--- config.mk ---
export PLATFORM = sky130hd
export DESIGN_NAME = ipv4_header_builder_unit
export DESIGN_NICKNAME = d
export VERILOG_FILES = /design/src/hdl/ipv4hb_pkg.sv /design/src/hdl/ipv4hb_front.sv /design/src/hdl/ipv4hb_queue.sv /design/src/hdl/ipv4hb_back.sv /design/src/hdl/ipv4_header_builder_unit.sv
export SDC_FILE = /design/constraint.sdc
export NUM_CORES = 1
export LEC_CHECK = 0
export ABC_AREA = 1
export ABC_CLOCK_PERIOD_IN_PS = 7600
export BUFFER_PORTS_ARGS = -buffer_cell sky130_fd_sc_hd__clkbuf_2
export CAP_MARGIN = 20
export CORE_ASPECT_RATIO = 1.5
export CORE_UTILIZATION = 40
export CTS_BUF_LIST = sky130_fd_sc_hd__clkbuf_4 sky130_fd_sc_hd__clkbuf_8
export DETAILED_ROUTE_END_ITERATION = 8
export PLACE_DENSITY = 0.55
export REMOVE_ABC_BUFFERS = 1
export SYNTH_ARGS = -nofsm -noshare
export SYNTH_HDL_FRONTEND = slang
export SYNTH_SLANG_ARGS = --single-unit
--- constraint.sdc ---
create_clock -name i_clk -period 7.6 [get_ports i_clk]
set_input_delay 1.52 -clock i_clk [delete_from_list [all_inputs] [get_ports i_clk]]
set_output_delay 1.52 -clock i_clk [all_outputs]
set_load 0.01 [all_outputs]
--- src/hdl/ipv4hb_pkg.sv ---
// ---------------------------------------------------------------------------
// IPv4 header builder package
// Shared types and fixed header constants for the header builder blocks.
// ---------------------------------------------------------------------------
package ipv4hb_pkg;

    // Number of bytes in a header without options.
    localparam int HEADER_BYTES = 20;
    // Width of the byte position counter.
    localparam int BYTE_CNT_W = $clog2(HEADER_BYTES);

    // Largest payload that keeps the total length within 16 bits.
    localparam logic [15:0] MAX_PAYLOAD = 16'd65515;
    // Header length added to the payload length.
    localparam logic [15:0] HDR_LEN = 16'd20;
    // Version 4 and a header length of five words.
    localparam logic [7:0] VER_IHL = 8'h45;
    // Type of service byte.
    localparam logic [7:0] TOS = 8'h00;
    // Fixed identification word.
    localparam logic [15:0] IDENT = 16'h0001;
    // Flags and fragment offset word.
    localparam logic [15:0] FRAG = 16'h0000;
    // Limited broadcast address.
    localparam logic [31:0] BCAST_ADDR = 32'hFFFF_FFFF;

    // Configuration register indexes.
    localparam int CFG_INDEX_W = 2;
    localparam logic [CFG_INDEX_W-1:0] CFG_IDX_SRC = 2'd0;
    localparam logic [CFG_INDEX_W-1:0] CFG_IDX_TTL = 2'd1;
    localparam logic [7:0] TTL_RESET = 8'd64;

    // One send request.
    typedef struct packed {
        logic [31:0] dest_address;
        logic [7:0]  protocol;
        logic [15:0] payload_length;
    } t_request;

    // One header byte.
    typedef struct packed {
        logic [7:0] header_byte;
        logic       last;
        logic       is_broadcast;
    } t_result;

    // A fully prepared header waiting to be serialised.
    typedef struct packed {
        logic [15:0] total_length;
        logic [7:0]  time_to_live;
        logic [7:0]  protocol;
        logic [15:0] checksum;
        logic [31:0] source_address;
        logic [31:0] dest_address;
        logic        is_broadcast;
    } t_header;

endpackage

--- src/hdl/ipv4hb_front.sv ---
// ---------------------------------------------------------------------------
// IPv4 header builder front end
// Accepts requests, fixes the total length and computes the header checksum
// over two register stages before handing the header to the queue.
// ---------------------------------------------------------------------------
module ipv4hb_front (
    input  logic                i_clk,
    input  logic                i_rst_n,
    input  logic                i_start,
    output logic                o_busy,
    input  ipv4hb_pkg::t_request i_request,
    input  logic [31:0]         i_source_address,
    input  logic [7:0]          i_time_to_live,
    input  logic                i_full,
    output logic                o_push,
    output ipv4hb_pkg::t_header o_entry
);

    // Stage A registers.
    logic        r_a_valid;
    logic [15:0] r_a_total;
    logic [17:0] r_a_psum;
    logic [7:0]  r_a_ttl;
    logic [7:0]  r_a_proto;
    logic [31:0] r_a_src;
    logic [31:0] r_a_dst;
    logic        r_a_bcast;

    // Stage B registers.
    logic                r_b_valid;
    ipv4hb_pkg::t_header r_b_entry;

    logic        a_ready;
    logic        b_ready;
    logic        accept;
    logic [15:0] n_plen;
    logic [15:0] n_total;
    logic [17:0] n_psum;
    logic [18:0] n_sum;
    logic [16:0] n_fold1;
    logic [15:0] n_fold2;

    // Flow control: each stage moves on when the one behind it has room.
    assign b_ready = !r_b_valid || !i_full;
    assign a_ready = !r_a_valid || b_ready;
    assign o_busy  = !a_ready;
    assign accept  = i_start && a_ready;
    assign o_push  = r_b_valid && !i_full;
    assign o_entry = r_b_entry;

    // Length saturation and the first half of the checksum sum.
    always_comb begin
        n_plen  = (i_request.payload_length > ipv4hb_pkg::MAX_PAYLOAD) ?
                  ipv4hb_pkg::MAX_PAYLOAD : i_request.payload_length;
        n_total = n_plen + ipv4hb_pkg::HDR_LEN;
        n_psum  = 18'({ipv4hb_pkg::VER_IHL, ipv4hb_pkg::TOS})
                + 18'(ipv4hb_pkg::IDENT)
                + 18'(ipv4hb_pkg::FRAG)
                + 18'({i_time_to_live, i_request.protocol})
                + 18'(i_source_address[31:16])
                + 18'(i_source_address[15:0]);
    end

    // Second half of the sum, end-around carry folding and complement.
    always_comb begin
        n_sum   = 19'(r_a_psum) + 19'(r_a_total)
                + 19'(r_a_dst[31:16]) + 19'(r_a_dst[15:0]);
        n_fold1 = 17'(n_sum[15:0]) + 17'(n_sum[18:16]);
        n_fold2 = n_fold1[15:0] + 16'(n_fold1[16]);
    end

    // Stage A control.
    always_ff @(posedge i_clk) begin
        if (!i_rst_n) begin
            r_a_valid <= 1'b0;
        end else if (a_ready) begin
            r_a_valid <= i_start;
        end
    end

    // Stage A payload.
    always_ff @(posedge i_clk) begin
        if (accept) begin
            r_a_total <= n_total;
            r_a_psum  <= n_psum;
            r_a_ttl   <= i_time_to_live;
            r_a_proto <= i_request.protocol;
            r_a_src   <= i_source_address;
            r_a_dst   <= i_request.dest_address;
            r_a_bcast <= (i_request.dest_address == ipv4hb_pkg::BCAST_ADDR);
        end
    end

    // Stage B control.
    always_ff @(posedge i_clk) begin
        if (!i_rst_n) begin
            r_b_valid <= 1'b0;
        end else if (b_ready) begin
            r_b_valid <= r_a_valid;
        end
    end

    // Stage B payload: the finished header.
    always_ff @(posedge i_clk) begin
        if (b_ready && r_a_valid) begin
            r_b_entry.total_length   <= r_a_total;
            r_b_entry.time_to_live   <= r_a_ttl;
            r_b_entry.protocol       <= r_a_proto;
            r_b_entry.checksum       <= ~n_fold2;
            r_b_entry.source_address <= r_a_src;
            r_b_entry.dest_address   <= r_a_dst;
            r_b_entry.is_broadcast   <= r_a_bcast;
        end
    end

endmodule

--- src/hdl/ipv4hb_queue.sv ---
// ---------------------------------------------------------------------------
// IPv4 header builder queue
// Short first-in first-out store of prepared headers between the front end
// and the serialiser.
// ---------------------------------------------------------------------------
module ipv4hb_queue #(
    parameter int DEPTH = 2
) (
    input  logic                i_clk,
    input  logic                i_rst_n,
    input  logic                i_push,
    input  ipv4hb_pkg::t_header i_entry,
    output logic                o_full,
    input  logic                i_pop,
    output logic                o_valid,
    output ipv4hb_pkg::t_header o_entry
);

    localparam int AW = (DEPTH > 1) ? $clog2(DEPTH) : 1;
    localparam int CW = $clog2(DEPTH + 1);

    ipv4hb_pkg::t_header r_mem [DEPTH];
    logic [AW-1:0] r_wr_ptr;
    logic [AW-1:0] r_rd_ptr;
    logic [CW-1:0] r_count;
    logic          do_push;
    logic          do_pop;

    assign o_full  = (r_count == CW'(DEPTH));
    assign o_valid = (r_count != '0);
    assign o_entry = r_mem[r_rd_ptr];
    assign do_push = i_push && !o_full;
    assign do_pop  = i_pop && o_valid;

    // Entry storage.
    always_ff @(posedge i_clk) begin
        if (do_push) begin
            r_mem[r_wr_ptr] <= i_entry;
        end
    end

    // Pointers and fill count.
    always_ff @(posedge i_clk) begin
        if (!i_rst_n) begin
            r_wr_ptr <= '0;
            r_rd_ptr <= '0;
            r_count  <= '0;
        end else begin
            if (do_push) begin
                r_wr_ptr <= (r_wr_ptr == AW'(DEPTH - 1)) ? '0 : r_wr_ptr + 1'b1;
            end
            if (do_pop) begin
                r_rd_ptr <= (r_rd_ptr == AW'(DEPTH - 1)) ? '0 : r_rd_ptr + 1'b1;
            end
            if (do_push && !do_pop) begin
                r_count <= r_count + 1'b1;
            end else if (do_pop && !do_push) begin
                r_count <= r_count - 1'b1;
            end
        end
    end

endmodule

--- src/hdl/ipv4hb_back.sv ---
// ---------------------------------------------------------------------------
// IPv4 header builder serialiser
// Sends each prepared header one byte per cycle in network byte order,
// moving straight on to the next queued header after the last byte.
// ---------------------------------------------------------------------------
module ipv4hb_back (
    input  logic                i_clk,
    input  logic                i_rst_n,
    input  logic                i_valid,
    input  ipv4hb_pkg::t_header i_entry,
    output logic                o_pop,
    output logic                o_strobe,
    output ipv4hb_pkg::t_result o_result
);

    localparam int CW = ipv4hb_pkg::BYTE_CNT_W;
    localparam logic [CW-1:0] LAST_POS = CW'(ipv4hb_pkg::HEADER_BYTES - 1);

    logic                r_active;
    logic [CW-1:0]       r_cnt;
    ipv4hb_pkg::t_header r_cur;
    logic                r_strobe;
    ipv4hb_pkg::t_result r_result;
    logic [7:0]          n_byte;
    logic                at_last;

    assign at_last  = (r_cnt == LAST_POS);
    // A new header is taken when idle or while the last byte goes out.
    assign o_pop    = i_valid && (!r_active || at_last);
    assign o_strobe = r_strobe;
    assign o_result = r_result;

    // Byte selection by position in the header.
    always_comb begin
        case (r_cnt)
            5'd0:    n_byte = ipv4hb_pkg::VER_IHL;
            5'd1:    n_byte = ipv4hb_pkg::TOS;
            5'd2:    n_byte = r_cur.total_length[15:8];
            5'd3:    n_byte = r_cur.total_length[7:0];
            5'd4:    n_byte = ipv4hb_pkg::IDENT[15:8];
            5'd5:    n_byte = ipv4hb_pkg::IDENT[7:0];
            5'd6:    n_byte = ipv4hb_pkg::FRAG[15:8];
            5'd7:    n_byte = ipv4hb_pkg::FRAG[7:0];
            5'd8:    n_byte = r_cur.time_to_live;
            5'd9:    n_byte = r_cur.protocol;
            5'd10:   n_byte = r_cur.checksum[15:8];
            5'd11:   n_byte = r_cur.checksum[7:0];
            5'd12:   n_byte = r_cur.source_address[31:24];
            5'd13:   n_byte = r_cur.source_address[23:16];
            5'd14:   n_byte = r_cur.source_address[15:8];
            5'd15:   n_byte = r_cur.source_address[7:0];
            5'd16:   n_byte = r_cur.dest_address[31:24];
            5'd17:   n_byte = r_cur.dest_address[23:16];
            5'd18:   n_byte = r_cur.dest_address[15:8];
            5'd19:   n_byte = r_cur.dest_address[7:0];
            default: n_byte = 8'h00;
        endcase
    end

    // Sequencing of byte positions and headers.
    always_ff @(posedge i_clk) begin
        if (!i_rst_n) begin
            r_active <= 1'b0;
            r_cnt    <= '0;
            r_strobe <= 1'b0;
        end else begin
            r_strobe <= r_active;
            if (o_pop) begin
                r_active <= 1'b1;
                r_cnt    <= '0;
            end else if (r_active && at_last) begin
                r_active <= 1'b0;
                r_cnt    <= '0;
            end else if (r_active) begin
                r_cnt <= r_cnt + 1'b1;
            end
        end
    end

    // Current header and the output register.
    always_ff @(posedge i_clk) begin
        if (o_pop) begin
            r_cur <= i_entry;
        end
        if (r_active) begin
            r_result.header_byte  <= n_byte;
            r_result.last         <= at_last;
            r_result.is_broadcast <= r_cur.is_broadcast;
        end
    end

endmodule

--- src/hdl/ipv4_header_builder_unit.sv ---
// ---------------------------------------------------------------------------
// IPv4 header builder
// Builds the 20-byte IPv4 header with its Internet checksum for each send
// request and delivers it one byte per cycle.
// ---------------------------------------------------------------------------
//  Channel   Direction  Handshake              Payload
//  request   in         start, busy            i_request (t_request)
//  result    out        o_strobe (no stall)    o_result (t_result)
//  config    in         i_cfg_valid/o_cfg_ready i_cfg_index, i_cfg_data
//
//  Each request produces twenty result transfers on consecutive cycles.
//  In steady state the request rate is set by the byte-wide serialiser;
//  the first byte passes stages A and B, the queue and the serialiser registers.
//  The front end and the header queue keep accepting while bytes go out.
//  Synchronous active-low reset empties the pipeline and the queue, sets
//  the source address to zero and the TTL to 64.
// ---------------------------------------------------------------------------
module ipv4_header_builder_unit #(
    parameter int QUEUE_DEPTH = 2
) (
    input  logic                                  i_clk,
    input  logic                                  i_rst_n,
    input  logic                                  start,
    output logic                                  busy,
    input  ipv4hb_pkg::t_request                  i_request,
    output logic                                  o_strobe,
    output ipv4hb_pkg::t_result                   o_result,
    input  logic                                  i_cfg_valid,
    output logic                                  o_cfg_ready,
    input  logic [ipv4hb_pkg::CFG_INDEX_W-1:0]    i_cfg_index,
    input  logic [31:0]                           i_cfg_data
);

    logic [31:0]         r_source_address;
    logic [7:0]          r_time_to_live;
    logic                q_push;
    logic                q_full;
    logic                q_pop;
    logic                q_valid;
    ipv4hb_pkg::t_header q_wr_entry;
    ipv4hb_pkg::t_header q_rd_entry;

    // Configuration registers; unknown indexes are ignored.
    assign o_cfg_ready = 1'b1;

    always_ff @(posedge i_clk) begin
        if (!i_rst_n) begin
            r_source_address <= '0;
            r_time_to_live   <= ipv4hb_pkg::TTL_RESET;
        end else if (i_cfg_valid && o_cfg_ready) begin
            case (i_cfg_index)
                ipv4hb_pkg::CFG_IDX_SRC: r_source_address <= i_cfg_data;
                ipv4hb_pkg::CFG_IDX_TTL: r_time_to_live   <= i_cfg_data[7:0];
                default: ;
            endcase
        end
    end

    // Request intake and checksum.
    ipv4hb_front u_front (
        .i_clk            (i_clk),
        .i_rst_n          (i_rst_n),
        .i_start          (start),
        .o_busy           (busy),
        .i_request        (i_request),
        .i_source_address (r_source_address),
        .i_time_to_live   (r_time_to_live),
        .i_full           (q_full),
        .o_push           (q_push),
        .o_entry          (q_wr_entry)
    );

    // Header queue.
    ipv4hb_queue #(
        .DEPTH (QUEUE_DEPTH)
    ) u_queue (
        .i_clk   (i_clk),
        .i_rst_n (i_rst_n),
        .i_push  (q_push),
        .i_entry (q_wr_entry),
        .o_full  (q_full),
        .i_pop   (q_pop),
        .o_valid (q_valid),
        .o_entry (q_rd_entry)
    );

    // Byte serialiser.
    ipv4hb_back u_back (
        .i_clk    (i_clk),
        .i_rst_n  (i_rst_n),
        .i_valid  (q_valid),
        .i_entry  (q_rd_entry),
        .o_pop    (q_pop),
        .o_strobe (o_strobe),
        .o_result (o_result)
    );

`ifndef SYNTH
    // No transfer follows a reset cycle.
    a_quiet_after_reset: assert property (@(posedge i_clk)
        !i_rst_n |=> !o_strobe)
        else $error("result strobe after reset");

    // A header is never broken: each non-final byte is followed by another.
    a_header_contiguous: assert property (@(posedge i_clk) disable iff (!i_rst_n)
        (o_strobe && !o_result.last) |=>
            (o_strobe && (o_result.is_broadcast == $past(o_result.is_broadcast))))
        else $error("header interrupted or broadcast flag changed");

    // A header that follows directly on another starts with the version byte.
    a_next_header_start: assert property (@(posedge i_clk) disable iff (!i_rst_n)
        (o_strobe && o_result.last) ##1 o_strobe |->
            (o_result.header_byte == ipv4hb_pkg::VER_IHL))
        else $error("header does not start with version byte");
`endif

endmodule

==> impl_results.md <==
* Result of the run: complete, no violations
* Total number of yosys warnings at 0
* Slew Limit Fails at 0
* Area contributors post-synth: edfxtp_1 (67%), nand2_1 (8.7%), dfxtp_1 (4.1%)
* CTS sink cnt at 630
* Clock skew at 0.0354 ns
* Std-Cell Rows at 114
* 1st-iter DRT viols at 987
* RSZ-0062 raised after global routing: no
* Area grow syn2layout at 13.4%
* Final hold slack at 0.415 ns
* Slowest library cell on the worst path: fa_1
* Die W at 210 um
* Asr flop ratio synth at 0%
* Clk_lat worst skew at 0.70 ns
* Hold Buf Count CTS at 0
* Initial antenna violation count at 2
* Setup violators final at 0
* Distinct cells, synth at 44
* Clock Tree Root: clkbuf_8
* Period utilization at 87.1%
* Clock power share at 26.3%
* CTS clk-pin slew, worst paths at 0.07 ns
* Type of the tightest min-delay check: flop to flop
* Vias in the first global route at 15300
* Sw power at 3.43 mW
* Vias per cell at 4.77
* # IOs at 107
* Comb pwr share at a little over a quarter
* Critical path required time at 8.04 ns
* First-pass GRT wire length at 91.3 mm
* Minimum clock period at between 6 and 7 ns
* Synthesized cell area at 26000 um^2
* Post-cts sizing count at 0
* Internal power at 6.75 mW
* TritonCTS clock tree: built
* Num CTS Buffers at 89
* Path type of the worst setup path: flop to flop
* Setup TNS Final at 0 ns
* Finished Layout Cells at 3189
* Worst EP arrival at a little over 7 ns
* GR Util All Layers at 18.9%
* DP Area at between 20000 and 30000 um^2
* CORE AREA at 64300 um^2
* Clock Path Buffers at 3
* Post-synth top flop: edfxtp_1
* Pwr per Cell Area at 346 nW/um^2
* CP max stage delay at 0.57 ns
* Drt wl/cell at 19.3 um
* Highest Clock Rate at 151 MHz
* Cell taking the most area after synthesis: edfxtp_1
* Max-slew headroom at 23.7%
* Placed Cells at 3025
* Largest net degree at the start of global routing at 66
* Via count at 15200
* #FFs+latches synth at 630
* # H-tree levels at 3
* Top cell by count, worst path: nand2_1
* Critical Path Sink Type: flop
* First-pass DRT Iterations at 5
* Switching share of power at 33.7%
* Syn Inst Count at 2076
* # nets final at 2440
* Top cell type's share of synthesized area at 66.7%
* Syn_area_per_cell at 12.5 um^2
* Layout cells sized above 1 at 14.4%
* Final instance area at 29400 um^2
* Die H at 314 um
* Crit-path max FO at 4
* Detail Placement HPWL at approximately 43 mm
* Post-synth EDFFs at 577
* Final wirelength at between 60 and 70 mm
* Slew @ Worst Pin at around 1.1 ns
* Initial core utilization at ~40%
* Die area at approximately 66000 um^2
* Worst vdd ir at 0.153 mV
* CP Launch Type: flop
* DP Worst Slack at 1.00 ns
* Sequential power share at a little under half
* Buffers on Ports at 105
* Post-route ant nets at 0
* Post-synthesis sequential area ratio at between 70 and 80%
* Final Hold Vio Count at 0
* DRC at 0
* Post-CTS Setup Bufs at 0
* Leakage power at 11.8 nW
* Max Cap Viol at 0
* GRT Residual Overflow at 0
* Setup WS post-layout at ~0.98 ns
* Gp weighted congestion at 0.850
[layout by cell type (no fill, tap or decap), types with 15 or more instances in the layout]
master / instances
o21ai_0: 54
xor2_1: 36
clkbuf_2: 105
dfxtp_1: 52
buf_4: 15
fa_1: 50
clkbuf_8: 96
inv_1: 259
nand3_1: 56
nand2_1: 600
ha_1: 48
nor2_1: 64
edfxtp_1: 577
nand4_1: 30
a21oi_1: 79
clkbuf_4: 31
nand2_2: 16
[synthesized netlist by cell type (3+ instances only)]
cell type  instances
dfxtp_1           53
nand3_2            5
nand4_1           30
o21bai_1           3
or2_2              6
inv_2             10
nand3_1           56
o31ai_1            3
edfxtp_1         577
xor2_1            36
nor3_1            10
nor2_4             5
xnor2_1           14
a221oi_1          11
nand2_1          600
nor2_1            66
nor2_2             8
a21oi_1           79
nand2_2           16
clkbuf_1          40
a22o_1             4
o21ai_0           54
a211oi_1           3
inv_1            261
fa_1              50
nand3b_1           4
clkinv_1           3
ha_1              48
[flip-flops by register name (all words and copies together), names as in the netlist, 2 cells and up]
name,count
u_front.r_a_proto,8
u_front.r_a_ttl,8
u_queue.r_count,2
u_front.r_a_total,16
r_time_to_live,8
u_front.r_a_dst,32
u_back.r_cur,113
u_front.r_a_src,32
u_back.r_cnt,5
r_source_address,32
u_queue.r_mem,226
u_front.r_a_psum,18
u_back.o_result,10
u_front.o_entry,113
[layout make-up]
type                            instances  area, um^2
Fill cell                            5819       34900
Sequential cell                       630       18400
Multi-Input combinational cell       1130        6420
Clock buffer                          127        1550
Tap cell                              870        1090
Inverter                              274        1030
Timing Repair Buffer                  123         706
Clock inverter                         34         250
Antenna cell                            1        2.50
[logic make-up (layout without fill, tap and decap cells)]
group	Yosys count	in the layout	share of synthesized area, %
other cells	1	2	0.0144
compound gates	171	171	3.74
fa+ha+maj	98	98	6.17
buf+inv	316	558	4.58
xor+xnor	50	50	1.69
flops	630	630	70.8
simple gates	810	810	13.0
[path summary, 6_finish.rpt]
| kind | start | end | slack [ns] | cells after the start |
|---|---|---|---|---|
| worst max-delay path | u_front.r_a_dst[1] | u_front.o_entry[77] | 0.98 | 45 |
| worst min-delay path | u_front.r_a_src[3] | u_front.o_entry[36] | 0.42 | 0 |
| worst max register to register | u_front.r_a_dst[1] | u_front.o_entry[77] | 0.98 | 45 |
| worst min register to register | u_front.r_a_src[3] | u_front.o_entry[36] | 0.42 | 0 |
[per-stage QoR]
stage | power [mW] | util (%)
after global routing | 10.8 | 45.8
after CTS | 10.3 | 45.7
after detailed placement | 7.60 | 42.9
after global placement | 7.55 | 42.9
final | 10.2 | 45.8
after floorplan | 6.68 | -
[metal layers]
metal	share of wire [%]	wire (um)	GRT usage (%)	vias up
li1	-	-	-	7330
met1	39	24100	22.3	7377
met2	52	31600	33.5	390
met3	4.9	3010	3.02	104
met4	4.4	2680	9.49	2
met5	0.015	9	0	-
[power groups by stage]
stage / logic, mW / registers, mW / clock network (mW)
floorplan: 1.82 / 4.86 / 0
global placement: 2.63 / 4.91 / 0
detailed placement: 2.67 / 4.92 / 0
CTS: 2.69 / 4.85 / 2.75
global route: 3.01 / 4.89 / 2.88
finish: 2.67 / 4.84 / 2.67
[critical path, delay by kind of cell (launching register included)]
family	cells	cell delay, ns
flip-flops	1	0.36
adder cells (fa/ha/maj)	6	2.28
AO/OA/AOI/OAI	3	0.29
XOR/XNOR	1	0.13
buffers and inverters	8	0.63
AND/OR/NAND/NOR	27	2.70
Power figures use the tool's default switching activity.
